<file path="config.mk">
export PLATFORM = sky130hd
export DESIGN_NAME = cache_request_deframer_core
export DESIGN_NICKNAME = d
export VERILOG_FILES = /design/src/hdl/crd_pkg.sv /design/src/hdl/cache_request_deframer_core.sv
export SDC_FILE = /design/constraint.sdc
export NUM_CORES = 1
export LEC_CHECK = 0
export BUFFER_PORTS_ARGS = -buffer_cell sky130_fd_sc_hd__buf_2
export CAP_MARGIN = 20
export CELL_PAD_IN_SITES_DETAIL_PLACEMENT = 1
export CELL_PAD_IN_SITES_GLOBAL_PLACEMENT = 1
export CORE_MARGIN = 2
export CORE_UTILIZATION = 41
export DETAILED_ROUTE_END_ITERATION = 10
export HOLD_SLACK_MARGIN = 0.03
export PLACE_DENSITY_LB_ADDON = 0.1
export SETUP_SLACK_MARGIN = 0.5
export SYNTH_ARGS = -nofsm -noshare
export SYNTH_HDL_FRONTEND = slang
export SYNTH_SLANG_ARGS = --single-unit
</file>
<file path="constraint.sdc">
create_clock -name aclk -period 2.4 [get_ports aclk]
set_input_delay 0.12 -clock aclk [delete_from_list [all_inputs] [get_ports aclk]]
set_output_delay 0.12 -clock aclk [all_outputs]
set_load 0.02 [all_outputs]
</file>
<file path="src/hdl/crd_pkg.sv">
package crd_pkg;

    localparam int DATA_W  = 8;
    localparam int LEN_W   = 16;
    localparam int CMD_W   = 2;
    localparam int KIND_W  = 3;
    localparam int CFG_IDX_W = 8;

    localparam logic [CFG_IDX_W-1:0] REG_CODE_GET = 8'd0;
    localparam logic [CFG_IDX_W-1:0] REG_CODE_SET = 8'd1;
    localparam logic [CFG_IDX_W-1:0] REG_CODE_DEL = 8'd2;
    localparam logic [CFG_IDX_W-1:0] REG_CODE_RES = 8'd3;

    localparam logic [DATA_W-1:0] RST_CODE_GET = 8'd1;
    localparam logic [DATA_W-1:0] RST_CODE_SET = 8'd2;
    localparam logic [DATA_W-1:0] RST_CODE_DEL = 8'd3;
    localparam logic [DATA_W-1:0] RST_CODE_RES = 8'd4;

    localparam logic [CMD_W-1:0] CMD_GET = 2'd0;
    localparam logic [CMD_W-1:0] CMD_SET = 2'd1;
    localparam logic [CMD_W-1:0] CMD_DEL = 2'd2;
    localparam logic [CMD_W-1:0] CMD_RES = 2'd3;

    typedef enum logic [KIND_W-1:0] {
        KIND_NONE   = 3'd0,
        KIND_HEADER = 3'd1,
        KIND_KEY    = 3'd2,
        KIND_VALUE  = 3'd3,
        KIND_DONE   = 3'd4,
        KIND_BAD    = 3'd5
    } kind_t;

    typedef enum logic [5:0] {
        PH_HEADER   = 6'b000001,
        PH_LEN_HI   = 6'b000010,
        PH_LEN_LO   = 6'b000100,
        PH_PAYLOAD  = 6'b001000,
        PH_DONE     = 6'b010000,
        PH_REJECTED = 6'b100000
    } phase_t;

    typedef struct packed {
        kind_t              kind;
        logic [DATA_W-1:0]  payload;
        logic [CMD_W-1:0]   command;
    } result_t;

endpackage

</file>
<file path="src/hdl/cache_request_deframer_core.sv">
// Request deframer for a byte-wide cache connection stream.
// Input channel (s_): one connection byte per transfer; s_tuser flags the
// first byte of a new connection, which restarts the parser (codes are kept).
// Result channel (m_): exactly one result per input transfer; m_tuser is the
// result kind (none, header, key byte, value byte, complete, bad request),
// m_tdata carries the key/value byte and the matched command.
// Config channel (cfg_): writes header codes get/set/del/res at indexes 0..3;
// writes to other indexes are taken and dropped. cfg_ready is always high.
// Throughput: one byte per cycle while s_tready is high; parser state updates per byte.
// A two-entry output stage (result register plus skid register) lets an input
// transfer land while a result waits; s_tready drops only when both are full.
// Reset (aresetn low, synchronous): parser waits for a header, codes return
// to 1/2/3/4, output stage empties. The first byte after reset is a header.
module cache_request_deframer_core
    import crd_pkg::*;
(
    input  logic                  aclk,
    input  logic                  aresetn,
    input  logic                  s_tvalid,
    output logic                  s_tready,
    input  logic [7:0]            s_tdata,   // [7:0] data_byte
    input  logic                  s_tuser,   // [0] conn_start
    output logic                  m_tvalid,
    input  logic                  m_tready,
    output logic [15:0]           m_tdata,   // [7:0] payload, [9:8] command, [15:10] zero
    output logic [KIND_W-1:0]     m_tuser,   // [2:0] kind
    input  logic                  cfg_valid,
    output logic                  cfg_ready,
    input  logic [CFG_IDX_W-1:0]  cfg_index,
    input  logic [DATA_W-1:0]     cfg_data
);

    logic [DATA_W-1:0] code_get_reg, code_set_reg, code_del_reg, code_res_reg;

    phase_t            phase_reg, phase_next, cur_phase;
    logic              in_value_reg, in_value_next, cur_in_value;
    logic [CMD_W-1:0]  cmd_index_reg, cmd_index_next, cur_cmd_index;
    logic [DATA_W-1:0] length_high_reg, length_high_next, cur_length_high;
    logic [LEN_W-1:0]  bytes_left_reg, bytes_left_next, cur_bytes_left;
    logic [LEN_W-1:0]  len;

    result_t res;
    result_t main_reg, skid_reg;
    logic    main_valid_reg, skid_valid_reg;
    logic    s_accept, pop;

    assign cfg_ready = 1'b1;
    assign s_tready  = !skid_valid_reg;
    assign s_accept  = s_tvalid && s_tready;
    assign pop       = main_valid_reg && m_tready;

    assign m_tvalid = main_valid_reg;
    assign m_tuser  = main_reg.kind;
    assign m_tdata  = {6'b0, main_reg.command, main_reg.payload};

    always_ff @(posedge aclk) begin
        if (!aresetn) begin
            code_get_reg <= RST_CODE_GET;
            code_set_reg <= RST_CODE_SET;
            code_del_reg <= RST_CODE_DEL;
            code_res_reg <= RST_CODE_RES;
        end else if (cfg_valid && cfg_ready) begin
            unique case (cfg_index)
                REG_CODE_GET: code_get_reg <= cfg_data;
                REG_CODE_SET: code_set_reg <= cfg_data;
                REG_CODE_DEL: code_del_reg <= cfg_data;
                REG_CODE_RES: code_res_reg <= cfg_data;
                default: ;
            endcase
        end
    end

    always_comb begin
        cur_phase       = s_tuser ? PH_HEADER : phase_reg;
        cur_in_value    = s_tuser ? 1'b0 : in_value_reg;
        cur_cmd_index   = s_tuser ? CMD_GET : cmd_index_reg;
        cur_length_high = s_tuser ? '0 : length_high_reg;
        cur_bytes_left  = s_tuser ? '0 : bytes_left_reg;

        phase_next       = cur_phase;
        in_value_next    = cur_in_value;
        cmd_index_next   = cur_cmd_index;
        length_high_next = cur_length_high;
        bytes_left_next  = cur_bytes_left;

        len = {cur_length_high, s_tdata};
        res = '{kind: KIND_NONE, payload: '0, command: CMD_GET};

        unique case (cur_phase)
            PH_HEADER: begin
                // first matching code wins, in get/set/del/res order
                if (s_tdata == code_get_reg) begin
                    cmd_index_next = CMD_GET;
                end else if (s_tdata == code_set_reg) begin
                    cmd_index_next = CMD_SET;
                end else if (s_tdata == code_del_reg) begin
                    cmd_index_next = CMD_DEL;
                end else begin
                    cmd_index_next = CMD_RES;
                end
                if (s_tdata == code_get_reg || s_tdata == code_set_reg ||
                    s_tdata == code_del_reg || s_tdata == code_res_reg) begin
                    in_value_next = 1'b0;
                    phase_next    = PH_LEN_HI;
                    res.kind      = KIND_HEADER;
                    res.command   = cmd_index_next;
                end else begin
                    cmd_index_next = cur_cmd_index;
                    phase_next     = PH_REJECTED;
                    res.kind       = KIND_BAD;
                end
            end
            PH_LEN_HI: begin
                length_high_next = s_tdata;
                phase_next       = PH_LEN_LO;
            end
            PH_LEN_LO: begin
                if (len != '0) begin
                    bytes_left_next = len;
                    phase_next      = PH_PAYLOAD;
                end else if (!cur_in_value && cur_cmd_index == CMD_SET) begin
                    in_value_next = 1'b1;
                    phase_next    = PH_LEN_HI;
                end else begin
                    phase_next  = PH_DONE;
                    res.kind    = KIND_DONE;
                    res.command = cur_cmd_index;
                end
            end
            PH_PAYLOAD: begin
                res.kind    = cur_in_value ? KIND_VALUE : KIND_KEY;
                res.payload = s_tdata;
                res.command = cur_cmd_index;
                if (cur_bytes_left != '0) begin
                    bytes_left_next = cur_bytes_left - LEN_W'(1);
                end
                if (bytes_left_next == '0) begin
                    phase_next = PH_LEN_HI;
                end
            end
            default: ;
        endcase
    end

    always_ff @(posedge aclk) begin
        if (!aresetn) begin
            phase_reg       <= PH_HEADER;
            in_value_reg    <= 1'b0;
            cmd_index_reg   <= CMD_GET;
            length_high_reg <= '0;
            bytes_left_reg  <= '0;
        end else if (s_accept) begin
            phase_reg       <= phase_next;
            in_value_reg    <= in_value_next;
            cmd_index_reg   <= cmd_index_next;
            length_high_reg <= length_high_next;
            bytes_left_reg  <= bytes_left_next;
        end
    end

    // output stage control
    always_ff @(posedge aclk) begin
        if (!aresetn) begin
            main_valid_reg <= 1'b0;
            skid_valid_reg <= 1'b0;
        end else if (s_accept) begin
            if (!main_valid_reg || pop) begin
                main_valid_reg <= 1'b1;
            end else begin
                skid_valid_reg <= 1'b1;
            end
        end else if (pop) begin
            if (skid_valid_reg) begin
                skid_valid_reg <= 1'b0;
            end else begin
                main_valid_reg <= 1'b0;
            end
        end
    end

    always_ff @(posedge aclk) begin
        if (s_accept) begin
            if (!main_valid_reg || pop) begin
                main_reg <= res;
            end else begin
                skid_reg <= res;
            end
        end else if (pop && skid_valid_reg) begin
            main_reg <= skid_reg;
        end
    end

`ifndef SYNTHESIS
    a_skid_needs_main: assert property (@(posedge aclk) disable iff (!aresetn)
        skid_valid_reg |-> main_valid_reg)
        else $error("skid entry held while result register empty");

    a_payload_len_nonzero: assert property (@(posedge aclk) disable iff (!aresetn)
        phase_reg == PH_PAYLOAD |-> bytes_left_reg != '0)
        else $error("payload phase with zero bytes left");

    a_payload_only_data: assert property (@(posedge aclk) disable iff (!aresetn)
        main_valid_reg && main_reg.kind != KIND_KEY && main_reg.kind != KIND_VALUE
        |-> main_reg.payload == '0)
        else $error("payload set on a non-data result");

    a_cmd_zero_idle: assert property (@(posedge aclk) disable iff (!aresetn)
        main_valid_reg && (main_reg.kind == KIND_NONE || main_reg.kind == KIND_BAD)
        |-> main_reg.command == CMD_GET)
        else $error("command set on an empty or bad result");

    a_value_only_set: assert property (@(posedge aclk) disable iff (!aresetn)
        in_value_reg && phase_reg != PH_HEADER |-> cmd_index_reg == CMD_SET)
        else $error("value section entered for a non-store command");
`endif

endmodule

</file>
Word-level counts from Yosys, hierarchy flattened
Index checks and enable logic that the tools add are counted.
W data, S select, Z words.
Operators by class
  reductions and logical operators: 25
  equality and inequality tests: 15
  multiplexer cells: 44
  bitwise gates (word level): 1
  add/subtract/negate cells: 1
Operator list (count)
  $mux W16: 4
  $mux W13: 3
  $eq A8 B8 Y1: 4
  $pmux W16 S2: 1
  $reduce_bool A16 Y1: 2
  $mux W8: 3
  $pmux W6 S4: 1
  $mux W6: 3
  $eq A8 B2 Y1 const B: 2
  $logic_not A16 Y1: 1
  $mux W2: 8
  $sub A16 B1 Y16 const B: 1
  $reduce_and A2 Y1: 7
  $mux W1: 13
  $mux W5: 2
  $mux W3: 3
  $pmux W3 S3: 1
  $eq A8 B1 Y1 const B: 1
  $logic_not A8 Y1: 1
  $eq A6 B1 Y1 const B: 1
  $eq A6 B2 Y1 const B: 1
  $eq A6 B3 Y1 const B: 1
  $eq A6 B4 Y1 const B: 1
  $pmux W2 S3: 1
  other kinds (10): 20
Storage, ports and cells
  input bits: 30
  bits in registers: 93
  logic and storage cells: 103

Depth between registers and ports, before layout
  depth in word-level cells: 8
  gate-level depth with buffers: 13
  mapped depth without buffers: 10

Least setup slack after synthesis
Ideal clock, no wire load.
  path type: input port to flip-flop
  start point: input port s_tuser
  end point: register phase_reg[3]
  path slack: -0.072 ns
  cell stages on the path: 12
  setup time: 0.122 ns
  buffers on the path: 3
  arrival: 2.351 ns
  cell sequence: clkbuf_8 > clkinv_1 > clkbuf_1 > nand2_1 > ha_1 > clkbuf_8 > o21ai_1 > nor4_1 > mux2i_1 > or4_4 > o21ai_0 > a21oi_1
Between the ends
  cells in the longest elaborated chain, start to end: 7
  elaborated cells between the ends (all ways): 16
  classes of those cells: add/sub: 1; eq/ne: 4; mux: 8; reduce/logical: 3
RTL lines
  start: declaration: RTL line cache_request_deframer_core.sv:22  | input logic s_tuser,
  $mux W16: RTL line cache_request_deframer_core.sv:78  | cur_bytes_left = s_tuser ? '0 : bytes_left_reg;
  $sub A16 B1 Y16 / $reduce_bool A16 Y1 (equally long branches): RTL line cache_request_deframer_core.sv:135, cache_request_deframer_core.sv:134
  $mux W16: RTL line cache_request_deframer_core.sv:134  | if (cur_bytes_left != '0) begin
  $mux W16: RTL line cache_request_deframer_core.sv:89  | unique case (cur_phase)
  $logic_not A16 Y1: RTL line cache_request_deframer_core.sv:137  | if (bytes_left_next == '0) begin
  $mux W6: RTL line cache_request_deframer_core.sv:137
  $pmux W6 S4 (*): RTL line cache_request_deframer_core.sv:89
  end signal: assignment: RTL line cache_request_deframer_core.sv:153  | phase_reg <= phase_next;
  end: declaration: RTL line cache_request_deframer_core.sv:35  | phase_t phase_reg, phase_next, cur_phase;
Every way passes the cells marked *; elsewhere a longest branch is shown, timed or not. The select of a mux whose other input is x is not followed.
A chain may end at the register's enable or synchronous reset.

Worst setup path after layout
  start point: register bytes_left_reg[4]
  end point: register phase_reg[1]
Between the ends
  cells in the longest elaborated chain, start to end: 7
  elaborated cells between the ends (all ways): 8
  classes of those cells: add/sub: 1; mux: 5; reduce/logical: 2
RTL lines
  start: declaration: RTL line cache_request_deframer_core.sv:39  | logic [LEN_W-1:0] bytes_left_reg, bytes_left_next, cur_bytes_left;
  start signal: assignment: RTL line cache_request_deframer_core.sv:157  | bytes_left_reg <= bytes_left_next;
  $mux W16 (*): RTL line cache_request_deframer_core.sv:78
  $sub A16 B1 Y16 / $reduce_bool A16 Y1 (equally long branches): RTL line cache_request_deframer_core.sv:135, cache_request_deframer_core.sv:134
  $mux W16 (*): RTL line cache_request_deframer_core.sv:134
  $mux W16 (*): RTL line cache_request_deframer_core.sv:89
  $logic_not A16 Y1 (*): RTL line cache_request_deframer_core.sv:137
  $mux W6 (*): RTL line cache_request_deframer_core.sv:137
  $pmux W6 S4 (*): RTL line cache_request_deframer_core.sv:89
Marks and branches as above.

==> flow_summary.json <==
{
  "finalSetupViolCount": 1,
  "syn_to_final_growth_pct": 24.6,
  "max_freq_mhz": 410,
  "dieArea_um2": 13200,
  "yosys_most_used_dff": "dfxtp_1",
  "crit_fanout": 4,
  "yosys.area.top_type_share_pct": 26.6,
  "share_comb_of_total_power_pct": 17.1,
  "synth.area.top_cells": "dfxtp_1 27%, edfxtp_1 16%, mux2i_1 7.0%",
  "worstPathRequired_ns": 2.69,
  "io_buffers": 44,
  "min_period_ns": 2.44,
  "synth_edf_count": 26,
  "dp_cells": 718,
  "wire_per_inst_um": 20.5,
  "cts.clk_slew.worst_paths_ns": 0.07,
  "hold_class": "primary input to flop",
  "pin_count": 52,
  "p_sw_mw": 1.06,
  "diodes": 0,
  "final_hold_viol_count": 0,
  "stdcell_count": 749,
  "root_buffer": "clkbuf_16",
  "finClkSkew_ns": 0.00681,
  "ir_worst_vdd_uv": 329,
  "status": "finished, violations left",
  "final_cell_mix": "53 x dfxtp_1, 44 x buf_2, 42 x nor2b_1",
  "grt_start_max_net_pins": 51,
  "drv_slew": 0,
  "gp_congestion": 0.856,
  "yosysUniqueCellTypes": 62,
  "critical_path_class": "flop to flop",
  "swShare_pct": 28.8,
  "clockPowerShare_pct": 37.5,
  "yosysWarningCount": 0,
  "cts_htree_levels": 3,
  "rsz0062_at_grt": "true",
  "power.internal_mw": 2.63,
  "firstDrtPassIters": 4,
  "largest_register_ffs": 16,
  "setup_slack_ns": -0.0404,
  "grt_pass1_wl_mm": 24.7,
  "synth_area_um2": 5030,
  "power_density_nw_per_um2": 589,
  "grt_usage_pct": 24.3,
  "yosysSeqAreaShare_pct": 42.1,
  "die_y_um": 115,
  "viasPerCell": 5.70,
  "antenna_found_initial": 0,
  "end_kind": "flop",
  "vias": 4269,
  "slowest_delay_ns": 0.58,
  "numCtsBuffers": 9,
  "slowest_stage": "or4_4",
  "slew_headroom_pct": 53.7,
  "nets": 628,
  "path_common_cell": "or4_4",
  "dpl.hpwl_mm": 10.7,
  "path_cells": "or4_4 -> buf_4 -> o21ai_0 -> a21oi_4 -> or4_4 -> nor3_2 -> o221a_1",
  "violations": "setup timing",
  "synth_cells": 532,
  "initialDrtViolationCount": 170,
  "totalWireLength_mm": 15.3,
  "p_leak_nw": 2.49,
  "start_util_pct": 41.9,
  "clk_latency_ns": 0.35,
  "coreArea_um2": 12000,
  "cts_sinks": 93,
  "drc": 0,
  "async_flop_share_pct": 0,
  "pwr-share-seq_pct": 45.4,
  "syn_avg_cell_area_um2": 9.46,
  "cts_tree": "yes",
  "synth_seq_cells": 93,
  "die_w_um": 115,
  "start_kind": "flop",
  "fin_crit_sh_pct": 102,
  "cap_violations": 0,
  "drive_above_1_share_pct": 32.7,
  "gr-total-overflow": 0,
  "crit_arrival_ns": 2.73,
  "synth_top_cell_by_area": "dfxtp_1",
  "cts_max_path_buffers": 2,
  "grt_pass1_vias": 4593,
  "tns_ns": -0.0404,
  "worstMarginPinSlew_ns": 0.695,
  "drtAntennaViolNets": 0,
  "fp-row-count": 40,
  "power_mw": 3.69,
  "layout_commonest_cell": "dfxtp_1"
}
## area by class of cell
cell class	instances	area (um^2)
repair buffers	91	613
well taps	147	184
inverters	4	27.5
multi-input cells	398	3020
flip-flops and latches	93	2140
clock inverters	7	56.3
clock buffers	9	225
fillers	1338	5740
## final timing paths
| check | to | cells past startpoint | from | slack, ns |
|---|---|---|---|---|
| hold / removal | code_del_reg[0] | 3 | cfg_data[0] | 0.04 |
| setup reg to reg | phase_reg[1] | 7 | bytes_left_reg[4] | -0.04 |
| setup / recovery | phase_reg[1] | 7 | bytes_left_reg[4] | -0.04 |
| hold reg to reg | phase_reg[4] | 2 | phase_reg[4] | 0.49 |
## per-layer routing
metal	global-route usage, %	part of all wire, %
met3	3.27	3.0
met2	42.1	50
met4	7.71	1.5
met5	0	0
met1	31.6	46
## power groups by stage
| stage | registers, mW | clock network [mW] | logic (mW) |
|---|---|---|---|
| 2_1_floorplan | 1.73 | 0 | 0.348 |
| 3_3_place_gp | 1.71 | 0 | 0.537 |
| 3_5_place_dp | 1.71 | 0 | 0.544 |
| 4_1_cts | 1.68 | 1.41 | 0.582 |
| 5_1_grt | 1.68 | 1.46 | 0.686 |
| 6_report | 1.68 | 1.38 | 0.632 |
## stage by stage
stage / hold slack [ns] / worst slack [ns] / instance area (um^2) / util (%)
after floorplan: 0.245 / 0.139 / 5150 / -
after global placement: 0.396 / 0.0709 / 5560 / 46.3
after CTS: 0.0356 / 0.0160 / 6060 / 50.5
final: 0.0356 / -0.0404 / 6270 / 52.2
after detailed placement: 0.401 / -0.0466 / 5560 / 46.3
after global routing: 0.0428 / -0.114 / 6270 / 52.2
## repair_timing
| item | 4_1_cts | 5_1_grt |
|---|---|---|
| pin swaps | 35 | 27 |
| gates resized for setup | 39 | 38 |
| endpoints found under the setup margin | 19 | 24 |
| setup buffers | 11 | 4 |
| hold buffers | 0 | 0 |
## critical path, delay by kind of cell (launching register included)
family | cells | cell delay [ns]
and+or+nand+nor | 3 | 1.22
AOI/OAI and AO/OA | 3 | 0.63
DFF | 1 | 0.36
buffers and inverters | 1 | 0.17
## Yosys cell counts (11+ instances only)
cell type,count
clkbuf_1,30
edfxtp_1,26
nor2b_1,44
xnor2_1,35
mux2i_1,35
dfxtp_1,67
nor2_1,24
nor4_1,13
nand4_1,11
a22oi_1,23
and3_1,11
nand2_1,35
o21ai_0,26
a21oi_1,23
## logic make-up (layout without fill, tap and decap cells)
group,Yosys count,in the layout,synth area share (%)
and+or+nand+nor,190,190,21.3
AOI/OAI and AO/OA,115,115,15.1
DFF,93,93,42.1
buffers and inverters,46,111,4.90
muxes,45,45,9.19
xor gates and xnor gates,40,40,6.96
other,2,7,0.149
adders and majority gates,1,1,0.248
No activity file was read; power rests on OpenSTA's default activity.
